File: src/sv/iul_pkg.sv
package iul_pkg;
  localparam int unsigned MaxSegments = 256;
  localparam int unsigned Depth = 2 * MaxSegments;
  localparam int unsigned AddrW = $clog2(Depth);
  localparam int unsigned CntW = AddrW + 1;
  localparam int unsigned CoordW = 32;
  localparam int unsigned OpenW = CntW;

  localparam logic [1:0] StatusOk = 2'd0;
  localparam logic [1:0] StatusReversed = 2'd1;
  localparam logic [1:0] StatusFull = 2'd2;

  typedef enum logic [3:0] {
    StIdle,
    StSortRd,
    StSortCmp,
    StSortShift,
    StSortPlace,
    StSweepRd,
    StSweepAcc,
    StDone
  } state_e;

  // one endpoint entry: biased coordinate plus start flag
  typedef struct packed {
    logic [CoordW-1:0] coord;
    logic              is_start;
  } entry_t;

  // memory port request from the controller
  typedef struct packed {
    logic             we;
    logic [AddrW-1:0] waddr;
    entry_t           wdata;
    logic [AddrW-1:0] raddr;
  } mem_req_t;

  function automatic logic [CoordW:0] sort_key(entry_t e);
    return {e.coord, ~e.is_start};
  endfunction
endpackage

File: src/sv/iul_ctrl.sv
module iul_ctrl (
  input  logic                         clk_i,
  input  logic                         rst_ni,
  input  logic                         start_i,
  input  logic signed [31:0]           left_coord_i,
  input  logic signed [31:0]           right_coord_i,
  input  logic                         is_last_i,
  output logic                         busy_o,
  output logic                         done_o,
  output logic [31:0]                  covered_length_o,
  output logic [1:0]                   status_o,
  output iul_pkg::mem_req_t            req_o,
  input  iul_pkg::entry_t              rdata_i
);
  localparam int unsigned AW = iul_pkg::AddrW;
  localparam int unsigned CW = iul_pkg::CntW;

  iul_pkg::state_e state_q, state_d;
  logic [CW-1:0] cnt_q, cnt_d;        // stored endpoints
  logic [1:0]    err_q, err_d;
  logic [CW-1:0] i_q, i_d;            // outer index
  logic [CW-1:0] j_q, j_d;            // insertion index
  iul_pkg::entry_t key_q, key_d;      // element being inserted / previous endpoint
  logic [31:0]   total_q, total_d;
  logic [iul_pkg::OpenW-1:0] open_q, open_d;
  logic          wr2_q, wr2_d;        // second endpoint write pending
  logic [31:0]   rpend_q, rpend_d;
  logic [31:0]   res_len_q, res_len_d;
  logic [1:0]    res_st_q, res_st_d;

  logic accept;
  logic [31:0] lb, rb;
  assign accept = start_i && !busy_o;
  assign lb = left_coord_i ^ 32'h8000_0000;
  assign rb = right_coord_i ^ 32'h8000_0000;

  // next state
  always_comb begin
    state_d = state_q;
    unique case (state_q)
      iul_pkg::StIdle: begin
        if (accept && is_last_i) begin
          state_d = iul_pkg::StSortRd;
        end
      end
      iul_pkg::StSortRd: begin
        if (wr2_q) state_d = iul_pkg::StSortRd;
        else if (err_q != iul_pkg::StatusOk || i_q >= cnt_q) state_d = iul_pkg::StSweepRd;
        else state_d = iul_pkg::StSortCmp;
      end
      iul_pkg::StSortCmp: state_d = iul_pkg::StSortShift;
      iul_pkg::StSortShift: begin
        if (j_q != '0 && iul_pkg::sort_key(rdata_i) > iul_pkg::sort_key(key_q))
          state_d = iul_pkg::StSortShift;
        else state_d = iul_pkg::StSortPlace;
      end
      iul_pkg::StSortPlace: state_d = iul_pkg::StSortRd;
      iul_pkg::StSweepRd: begin
        if (err_q != iul_pkg::StatusOk || i_q >= cnt_q) state_d = iul_pkg::StDone;
        else state_d = iul_pkg::StSweepAcc;
      end
      iul_pkg::StSweepAcc: state_d = iul_pkg::StSweepRd;
      iul_pkg::StDone: state_d = iul_pkg::StIdle;
      default: state_d = iul_pkg::StIdle;
    endcase
  end

  // datapath and memory requests
  always_comb begin
    cnt_d = cnt_q; err_d = err_q; i_d = i_q; j_d = j_q; key_d = key_q;
    total_d = total_q; open_d = open_q; wr2_d = 1'b0; rpend_d = rpend_q;
    res_len_d = res_len_q; res_st_d = res_st_q;
    req_o = '0;
    busy_o = (state_q != iul_pkg::StIdle) || wr2_q;
    unique case (state_q)
      iul_pkg::StIdle: begin
        if (wr2_q) begin
          req_o.we = 1'b1;
          req_o.waddr = cnt_q[AW-1:0];
          req_o.wdata = '{coord: rpend_q, is_start: 1'b0};
          cnt_d = cnt_q + CW'(1);
        end else if (accept) begin
          if (rb < lb) begin
            if (err_q == iul_pkg::StatusOk) err_d = iul_pkg::StatusReversed;
          end else if (CW'(cnt_q + CW'(2)) > CW'(iul_pkg::Depth)) begin
            if (err_q == iul_pkg::StatusOk) err_d = iul_pkg::StatusFull;
          end else begin
            req_o.we = 1'b1;
            req_o.waddr = cnt_q[AW-1:0];
            req_o.wdata = '{coord: lb, is_start: 1'b1};
            cnt_d = cnt_q + CW'(1);
            wr2_d = 1'b1;
            rpend_d = rb;
          end
          i_d = CW'(1);
        end
      end
      iul_pkg::StSortRd: begin
        if (wr2_q) begin
          req_o.we = 1'b1;
          req_o.waddr = cnt_q[AW-1:0];
          req_o.wdata = '{coord: rpend_q, is_start: 1'b0};
          cnt_d = cnt_q + CW'(1);
        end else if (err_q != iul_pkg::StatusOk || i_q >= cnt_q) begin
          i_d = '0; total_d = '0; open_d = '0;
        end else begin
          req_o.raddr = i_q[AW-1:0];
          j_d = i_q;
        end
      end
      iul_pkg::StSortCmp: begin
        key_d = rdata_i;
        req_o.raddr = AW'(j_q - CW'(1));
      end
      iul_pkg::StSortShift: begin
        if (j_q != '0 && iul_pkg::sort_key(rdata_i) > iul_pkg::sort_key(key_q)) begin
          req_o.we = 1'b1;
          req_o.waddr = j_q[AW-1:0];
          req_o.wdata = rdata_i;
          j_d = j_q - CW'(1);
          // the read targets j-2; no overlap with the write at j
          req_o.raddr = AW'(j_q - CW'(2));
        end
      end
      iul_pkg::StSortPlace: begin
        req_o.we = 1'b1;
        req_o.waddr = j_q[AW-1:0];
        req_o.wdata = key_q;
        i_d = i_q + CW'(1);
      end
      iul_pkg::StSweepRd: begin
        if (err_q != iul_pkg::StatusOk || i_q >= cnt_q) begin
          res_len_d = (err_q == iul_pkg::StatusOk) ? total_q : 32'd0;
          res_st_d = err_q;
        end else begin
          req_o.raddr = i_q[AW-1:0];
        end
      end
      iul_pkg::StSweepAcc: begin
        if (i_q != '0 && open_q != '0) total_d = total_q + (rdata_i.coord - key_q.coord);
        if (rdata_i.is_start) open_d = open_q + 1'b1;
        else if (open_q != '0) open_d = open_q - 1'b1;
        key_d = rdata_i;
        i_d = i_q + CW'(1);
      end
      iul_pkg::StDone: begin
        cnt_d = '0; err_d = iul_pkg::StatusOk;
      end
      default: ;
    endcase
  end

  assign done_o = (state_q == iul_pkg::StDone);
  assign covered_length_o = res_len_q;
  assign status_o = res_st_q;

  always_ff @(posedge clk_i or negedge rst_ni) begin
    if (!rst_ni) begin
      state_q <= iul_pkg::StIdle;
      cnt_q <= '0; err_q <= iul_pkg::StatusOk; wr2_q <= 1'b0;
      i_q <= '0; open_q <= '0;
    end else begin
      state_q <= state_d; cnt_q <= cnt_d; err_q <= err_d; wr2_q <= wr2_d;
      i_q <= i_d; open_q <= open_d;
    end
  end

  always_ff @(posedge clk_i) begin
    j_q <= j_d; key_q <= key_d; total_q <= total_d; rpend_q <= rpend_d;
    res_len_q <= res_len_d; res_st_q <= res_st_d;
  end

  a_cnt_even_idle: assert property (@(posedge clk_i) disable iff (!rst_ni)
    (state_q == iul_pkg::StIdle && !wr2_q) |-> !cnt_q[0]) else $error("odd endpoint count");
  a_cnt_bound: assert property (@(posedge clk_i) disable iff (!rst_ni)
    cnt_q <= CW'(iul_pkg::Depth)) else $error("endpoint count overflow");
  a_done_clears: assert property (@(posedge clk_i) disable iff (!rst_ni)
    done_o |=> (cnt_q == '0 && err_q == iul_pkg::StatusOk)) else $error("set not cleared");
  a_err_len: assert property (@(posedge clk_i) disable iff (!rst_ni)
    (done_o && status_o != iul_pkg::StatusOk) |-> covered_length_o == '0)
    else $error("length on error");
endmodule

File: config.mk
export PLATFORM = sky130hd
export DESIGN_NAME = iul_ctrl
export DESIGN_NICKNAME = d
export VERILOG_FILES = /design/src/sv/iul_pkg.sv /design/src/sv/iul_ctrl.sv
export SDC_FILE = /design/constraint.sdc
export NUM_CORES = 1
export LEC_CHECK = 0
export ABC_CLOCK_PERIOD_IN_PS = 5200
export BUFFER_PORTS_ARGS = -buffer_cell sky130_fd_sc_hd__buf_2
export CAP_MARGIN = 20
export CELL_PAD_IN_SITES_DETAIL_PLACEMENT = 1
export CELL_PAD_IN_SITES_GLOBAL_PLACEMENT = 2
export CORE_MARGIN = 2
export CORE_UTILIZATION = 37
export DETAILED_ROUTE_END_ITERATION = 8
export PLACE_DENSITY_LB_ADDON = 0.1
export SETUP_SLACK_MARGIN = 0.4
export SKIP_LAST_GASP = 1
export SLEW_MARGIN = 20
export SYNTH_ARGS = -nofsm -noshare
export SYNTH_HDL_FRONTEND = slang
export SYNTH_SLANG_ARGS = --single-unit
export TNS_END_PERCENT = 1
File: constraint.sdc
create_clock -name clk_i -period 5.2 [get_ports clk_i]
set_input_delay 0.26 -clock clk_i [delete_from_list [all_inputs] [get_ports clk_i]]
set_output_delay 0.26 -clock clk_i [all_outputs]
set_load 0.03 [all_outputs]
; ---- Yosys cells after proc, flatten, opt, wreduce, memory -nomap -nowiden
; Index checks and enable logic that the tools add are counted.
[totals]
out_inout_bits = 88
reg_bits = 178
wordCells = 134
[classes]
eq_ne = 22
add_sub_neg = 9
reduce_logical = 29
bitwise_logic = 7
magnitude_cmp = 4
n_mux = 50
[ops]
columns = cell, count
row1 = $mux 43, 5
row2 = $pmux 43 s4, 1
row3 = $mux 10, 14
row4 = $mux 32, 3
row5 = $pmux 32 s2, 1
row6 = $pmux 10 s3, 2
row7 = $mux 52, 1
row8 = $pmux 10 s2, 2
row9 = $pmux 9 s4, 1
row10 = $gt 33x33->1, 1
row11 = $add 32x32->32, 1
row12 = $lt 32x32->1, 1
row13 = $sub 32x32->32, 1
row14 = $add 10x1->10 const B, 3
row15 = $reduce_bool 10->1, 3
row16 = $pmux 4 s7, 1
row17 = $ne 2x2->1 const B, 10
row18 = $reduce_and 5->1, 4
row19 = $sub 10x1->10 const B, 2
row20 = $mux 9, 2
row21 = $eq 4x3->1 const B, 4
row22 = $ne 3x3->1 const B, 5
row23 = $mux 2, 6
row24 = $reduce_and 4->1, 3
row25 = other kinds (21), 44

; ---- Longest topological paths before layout
; Gate-level depths: netlist (run 1).
[logic_depth]
word_depth = 7
depth_mapped = 14

; ---- Worst setup path after synthesis (run 1)
; No wires, ideal clock.
[synth_timing]
path_type = register to register
start = reg state_q[2]
end = reg total_q[0], enable pin
path_stages_with_launch = 6
slack_ps = 1404
setup_time_ps = 466
arrival_ps = 3330
cell_sequence = dfrtp_1 > clkbuf_1 > nor2b_1 > nand2_1 > clkbuf_1 > o21ai_0
[synth_between]
elab_chain_cells = 3
word_cells_on_any_way = 7
cone_classes = eq/ne (5) / reduce/logical (2)
[synth_rtl]
columns = element, line
row1 = from (decl), iul_ctrl.sv:18  ; iul_pkg::state_e state_q, state_d;
row2 = from (signal assigned), iul_ctrl.sv:159  ; state_q <= iul_pkg::StIdle;
row3 = from (signal assigned), iul_ctrl.sv:163  ; state_q <= state_d; cnt_q <= cnt_d; err_q <= err_d; wr2_q <= wr2_d;
row4 = $eq 4x3->1 or $eq 4x1->1 (tied branches), iul_ctrl.sv:75  ; unique case (state_q)
row5 = $ne 2x2->1 (no line) or $reduce_bool 2->1 (tied branches), --
row6 = $reduce_and 4->1 (no line) (*), --
row7 = to (signal assigned), iul_ctrl.sv:169  ; j_q <= j_d; key_q <= key_d; total_q <= total_d; rpend_q <= rpend_d;
row8 = to (decl), iul_ctrl.sv:24  ; logic [31:0] total_q, total_d;
; Every way passes the cells marked *; elsewhere a longest branch is shown, timed or not.
; A chain may end at the register's enable or synchronous reset.

==> flow_metrics.py, run 1 <==
metrics = {
    "status": {
        "run_status": "finished clean",
    },
    "worst_setup_path": {
        "startpoint_type": "input port",
        "critPathCapture": "req_o[27]",
        "critPathTopFamily": "buffers and inverters",
        "path_cells": "dlygate4sd3_1, buf_2, ha_1, nand4_1, nor2_1, nand2_1, o21ai_0, o21ai_2, nor2_4, buf_4, a22oi_1, o21ai_0, buf_2",
        "cp.arrival_ps": 4210,
        "cp_max_fo": 19,
        "r2r_end": "total_q[28]",
        "crit_buf_inv": 4,
        "path_depth": 13,
        "startpoint": "right_coord_i[21]",
        "rr_worst_depth": 11,
        "r2r_slack_ps": 1410,
        "cp_slowest_cell": "nor2_4",
        "cp.required_ps": 4940,
        "r2r_start": "key_q[8]",
        "cpPeakStageDelay_ps": 610,
        "cp-end-kind": "output port",
        "path_class": "input port to output port",
    },
    "clock_network": {
        "insertion_delay_ps": 460,
        "h-tree-depth": 4,
        "cts.sinks": 177,
        "hold_buffers": 26,
        "cts_tree": "built",
        "cts_buffer_depth": 2,
        "cts.repair.resized": 0,
        "clk_pin_slew_ps": 60,
        "cts_root_buf": "clkbuf_16",
        "numCtsBuffers": 17,
        "cts_setup_buffers": 0,
    },
    "floorplan": {
        "ios": 189,
        "die-height_um": 190,
        "die_x_um": 190,
        "core_mm2": 0.0343,
        "dieArea_mm2": 0.0360,
        "rows": 68,
        "initial_utilization_pct": 37.2,
    },
    "drt": {
        "vias": 10700,
        "drt-initial-drc-count": 521,
        "vias_per_cell": 5.34,
        "wl_um": 41900,
        "routedWlPerCell_um": 20.9,
        "first_pass_iters": 5,
        "postRouteAntennaNets": 0,
        "drc": 0,
    },
    "global_routing": {
        "antenna_found_initial": 5,
        "grt_pass1_vias": 11500,
        "grtUsageTotal_pct": 23.9,
        "grt_overflow": 0,
        "grt_max_degree": 52,
        "grt_pass1_wl_um": 65700,
    },
    "yosys": {
        "syn_inst": 1332,
        "synth_area_mm2": 0.0128,
        "synth_edf_count": 141,
        "synth_top_flop_cell": "edfxtp_1",
        "ys_types": 69,
        "ys_seq_area_share_pct": 40.2,
        "syn_nets": 1587,
        "yosysWarnings": 0,
        "synth-seq-cells": 177,
        "syn_avg_cell_area_um2": 9.58,
        "synthArstFlopShare_pct": 20.3,
    },
    "sta": {
        "period_share_pct": 86.0,
        "setup_tns_ps": 0,
        "finClkSkew_ps": 14.3,
        "tightest_slew_ps": 1010,
        "rsz0062_at_grt": "no",
        "setup_viol": 0,
        "final-hold-violation-count": 0,
        "period_minus_slack_ps": 4470,
        "drv_slew": 0,
        "hold-worst-slack_ps": 19.6,
        "worst_slack_ps": 727,
        "slew_headroom_pct": 32.3,
        "fmax_mhz": 224,
    },
    "pwr": {
        "p_comb_share_pct": 59.3,
        "fin_total_pwr_mw": 9.53,
        "intPower_mw": 4.96,
        "ir_worst_vdd_mv": 0.276,
        "power_frac_seq_pct": 26.1,
        "swShare_pct": 47.9,
        "cellPowerDensity_mw_per_mm2": 628,
        "power_switching_mw": 4.56,
        "clkPwrFrac_pct": 14.6,
        "leakagePower_nw": 6.90,
    },
    "finish": {
        "areaGrowthSynthToFinish_pct": 18.8,
        "nFillCells": 3977,
        "drive_gt1_share_pct": 16.8,
        "fin_area_mm2": 0.0152,
        "layout.nets": 1791,
    },
    "placed_design": {
        "place_congestion": 0.817,
        "post_dp_cell_area_mm2": 0.0143,
        "post-dp-hpwl_um": 31100,
        "place_ws_ps": 1240,
        "io_buffer_count": 188,
    },
    "min_path": {
        "hold_depth": 1,
        "hold_path.class": "input port to flip-flop",
    },
    "run": {
        "cap_violations": 0,
    },
}
## synth_stat cells (all sizes together) (32+ instances only)
master,number,share of area [%]
inv,216,6.4
edfxtp,141,33
ha,122,12
o21ai,99,3.9
nand2,81,2.4
nor2,71,2.1
a22oi,65,3.8
a21oi,58,2.3
nor3,52,2.0
a21o,38,2.2
clkbuf,36,1.1
dfrtp,36,7.1
xnor2,34,2.3
fa,32,5.0
## cell families after synthesis
kind of cell    share of synthesized area (%)
xor+xnor                                 3.57
fa+ha+maj                                17.0
compound gates                           18.2
mux                                     0.392
buf+inv                                  7.90
flops                                    40.2
simple gates                             12.7
## worst register-to-register path: stages (launching register included)
cell      delay (ps)
edfxtp_1         450
fa_1             540
inv_1             50
ha_1             370
a21oi_1          190
o21ai_0          180
a221oi_1         350
a21bo_2          310
a31oi_1          540
o211ai_1         240
and3_1           230
nor3_1           200
## through the flow
step | cells | util [%]
floorplan | 1332 | -
global placement | 1946 | 41.6
CTS | 2004 | 44.2
detailed placement | 1946 | 41.6
finish | 2005 | 44.2
global route | 2005 | 44.2
## cells in the final DEF (no fill, tap or decap), types with 38 or more instances in the layout
cell type / n
ha_1: 122
nor3_1: 52
nor2_1: 67
buf_2: 188
a21o_1: 38
edfxtp_1: 141
a21oi_1: 58
a22oi_1: 65
nand2_1: 81
o21ai_0: 93
inv_1: 216
## final cells by class
class | count | area [um2] | share of cell area [%]
inverters | 217 | 815 | 5.37
diodes | 1 | 2.50 | 0.0165
well taps | 455 | 569 | 3.75
repair buffers | 233 | 1340 | 8.86
clock inverters | 6 | 61.3 | 0.404
multi-input cells | 890 | 6670 | 44.0
flip-flops and latches | 177 | 5140 | 33.9
clock buffers | 26 | 563 | 3.71
## power groups by stage
stage                     combinational (mW)  clock [mW]  sequential, mW
after floorplan                         3.85           0            2.61
after global placement                  5.60           0            2.50
after detailed placement                5.64           0            2.51
after CTS                               5.71        1.43            2.49
after global routing                    6.32        1.46            2.54
final                                   5.65        1.39            2.48
## sequential cells by signal, summed over array words and instances (netlist names)
signal,flops
state_q,3
err_q,2
status_o,2
rpend_q,32
covered_length_o,32
open_q,10
key_q,33
j_q,10
i_q,10
cnt_q,10
total_q,32
wr2_q,1
## worst min-delay path by stage
stage,end,startpoint,slack [ps]
3_3_place_gp,cnt_q[4],rst_ni,460
2_1_floorplan,cnt_q[0],rst_ni,-40
6_report,rpend_q[5],right_coord_i[5],20
4_1_cts,rpend_q[5],right_coord_i[5],0.04
3_5_place_dp,cnt_q[4],rst_ni,450
5_1_grt,rpend_q[5],right_coord_i[5],7
## per-layer routing
metal / wire (um) / GRT usage, % / share of wire [%]
met1: 19800 / 32.3 / 47
met2: 19700 / 39.8 / 47
met3: 1690 / 3.54 / 4.0
met4: 776 / 7.25 / 1.9
met5: 40 / 0 / 0.095
(Power assumes the default switching activity.)
==> inputs of run 2 (changes only) <==
--- a/config.mk
+++ b/config.mk
@@ -5,11 +5,12 @@
 export SDC_FILE = /design/constraint.sdc
 export NUM_CORES = 1
 export LEC_CHECK = 0
-export ABC_CLOCK_PERIOD_IN_PS = 5200
+export ABC_CLOCK_PERIOD_IN_PS = 5000
 export BUFFER_PORTS_ARGS = -buffer_cell sky130_fd_sc_hd__buf_2
 export CAP_MARGIN = 20
 export CELL_PAD_IN_SITES_DETAIL_PLACEMENT = 1
 export CELL_PAD_IN_SITES_GLOBAL_PLACEMENT = 2
+export CORE_ASPECT_RATIO = 1.4
 export CORE_MARGIN = 2
 export CORE_UTILIZATION = 37
 export DETAILED_ROUTE_END_ITERATION = 8
==> constraint.sdc (replaced) <==
create_clock -name clk_i -period 5 [get_ports clk_i]
set_input_delay 0.25 -clock clk_i [delete_from_list [all_inputs] [get_ports clk_i]]
set_output_delay 0.25 -clock clk_i [all_outputs]
set_load 0.03 [all_outputs]
==> flow_metrics.py, run 2 (synthesis results as in run 1) <==
metrics = {
    "global_routing": {
        "grt_overflow": 0,
        "grt_pass1_wl_um": 67500,
        "grt_pass1_vias": 11800,
        "antenna_found_initial": 2,
        "grt_max_degree": 39,
        "grtUsageTotal_pct": 24.6,
    },
    "sta": {
        "rsz0062_at_grt": "no",
        "fmax_mhz": 240,
        "setup_tns_ps": 0,
        "final-hold-violation-count": 0,
        "drv_slew": 0,
        "finClkSkew_ps": 7.90,
        "setup_viol": 0,
        "tightest_slew_ps": 998,
        "slew_headroom_pct": 32.8,
        "period_share_pct": 83.4,
        "period_minus_slack_ps": 4170,
    },
    "clock_network": {
        "cts.sinks": 177,
        "cts_setup_buffers": 0,
        "h-tree-depth": 4,
        "insertion_delay_ps": 460,
        "cts_root_buf": "clkbuf_16",
        "cts_tree": "built",
        "cts_buffer_depth": 2,
        "clk_pin_slew_ps": 70,
        "numCtsBuffers": 17,
    },
    "finish": {
        "top_register": "key_q",
        "diodes": 0,
        "layout_common_cells": "inv_1 (216), buf_2 (188), edfxtp_1 (141)",
        "layout_commonest_cell": "inv_1",
        "layout.cells.non_filler": 2005,
        "largest_register_ffs": 33,
        "areaGrowthSynthToFinish_pct": 18.7,
        "drive_gt1_share_pct": 17.0,
        "layout.nets": 1796,
    },
    "placed_design": {
        "post-dp-hpwl_um": 32400,
        "place_congestion": 0.800,
        "io_buffer_count": 188,
        "dp_cells": 1945,
    },
    "min_path": {
        "whs_endpoint": "rpend_q[14]",
        "hold_path.class": "input port to flip-flop",
        "min-delay-start": "right_coord_i[14]",
        "hold_depth": 1,
    },
    "drt": {
        "drt-initial-drc-count": 530,
        "vias": 10800,
        "first_pass_iters": 4,
        "drc": 0,
        "vias_per_cell": 5.40,
        "postRouteAntennaNets": 0,
        "routedWlPerCell_um": 21.5,
        "wl_um": 43200,
    },
    "pwr": {
        "leakagePower_nw": 6.89,
        "ir_worst_vdd_mv": 0.276,
        "intPower_mw": 5.07,
        "p_comb_share_pct": 60.3,
        "power_frac_seq_pct": 26.1,
        "swShare_pct": 48.7,
        "cellPowerDensity_mw_per_mm2": 652,
        "clkPwrFrac_pct": 13.6,
        "power_switching_mw": 4.81,
    },
    "worst_setup_path": {
        "cp_slowest_cell": "a221oi_1",
        "cp_max_fo": 17,
        "startpoint_type": "flip-flop",
        "r2r_end": "total_q[29]",
        "rr_worst_depth": 11,
        "cp.required_ps": 4750,
        "path_cells": "inv_1, ha_1, a21oi_1, o211ai_1, a2111oi_0, o21ai_0, a221oi_1, nor2_4, buf_4, a22oi_1, o21ai_0, buf_2",
        "r2r_start": "key_q[2]",
        "crit_top_cell": "o21ai_0",
        "r2r_slack_ps": 1210,
        "cp-end-kind": "output port",
        "cpPeakStageDelay_ps": 670,
        "path_class": "flip-flop to output port",
        "cp.arrival_ps": 3920,
    },
    "floorplan": {
        "ios": 189,
        "dieArea_mm2": 0.0360,
        "rows": 80,
        "core_mm2": 0.0340,
        "die_x_um": 161,
        "die-height_um": 224,
        "initial_utilization_pct": 37.5,
    },
    "run": {
        "cap_violations": 0,
    },
    "status": {
        "run_status": "finished clean",
    },
}
==> run 2: cell count changes in the layout (fill, tap and decap cells not counted), sizes merged <==
| cell | change |
|---|---|
| clkbuf | -3 |
| clkinv | -2 |
| inv | +4 |
| bufinv | -1 |
| diode | -1 |
| dlygate4sd3 | +2 |
| buf | +3 |
| clkinvlp | +2 |
==> run 2: how the worst max path moves through the flow <==
stage                            from         end  slack (ps)  cells past startpoint
global route                key_q[26]   req_o[22]         540                     12
global placement     left_coord_i[25]   req_o[43]        1110                     12
detailed placement   left_coord_i[25]   req_o[43]        1100                     12
floorplan                  state_q[2]  total_q[0]        1200                      5
finish                      key_q[26]   req_o[22]         830                     12
CTS                 right_coord_i[25]   req_o[43]         580                     12
==> run 2: cell type report <==
class                   instances  area (um2)
multi-input cells             890        6680
clock buffers                  23         500
flip-flops and latches        177        5140
clock inverters                 9        65.1
well taps                     451         564
fillers                      3996       18900
inverters                     217         815
repair buffers                238        1390
==> run 2: critical path, delay by kind of cell (launching register included) <==
family	cells	cell delay, ps
simple gates	1	290
buf+inv	3	560
flops	1	460
compound gates	7	1900
fa+ha+maj	1	240
==> run 2: per-layer routing <==
metal / vias up / global-route usage (%) / routed length, um
met4: 2 / 5.93 / 519
met2: 168 / 47.0 / 23500
li1: 5158 / - / -
met5: - / 0 / 13
met1: 5467 / 29.0 / 17800
met3: 32 / 3.02 / 1290
==> run 2: power by group through the flow <==
stage | Sequential [mW] | Combinational, mW | Clock [mW]
after floorplan | 2.71 | 4.00 | 0
after global routing | 2.65 | 6.61 | 1.41
after detailed placement | 2.61 | 5.97 | 0
after global placement | 2.60 | 5.91 | 0
final | 2.58 | 5.96 | 1.34
after CTS | 2.58 | 6.04 | 1.37
==> run 2: timing repair <==
| item | 4_1_cts | 5_1_grt |
|---|---|---|
| endpoints found under the setup margin | 0 | 9 |
| gates resized for setup | 0 | 1 |
| endpoints found under the hold margin | 61 | 0 |
| hold buffers | 28 | 0 |
==> run 2: stage by stage <==
stage	utilization [%]	setup slack [ps]	total power, mW	hold slack [ps]	area, um2
6_report	44.5	828	9.88	14.4	15100
5_1_grt	44.5	536	10.7	3.79	15100
4_1_cts	44.5	585	9.99	0.326	15100
3_5_place_dp	42.0	1100	8.58	446	14300
3_3_place_gp	42.0	1110	8.51	446	14300
2_1_floorplan	-	1200	6.71	-45.6	12800
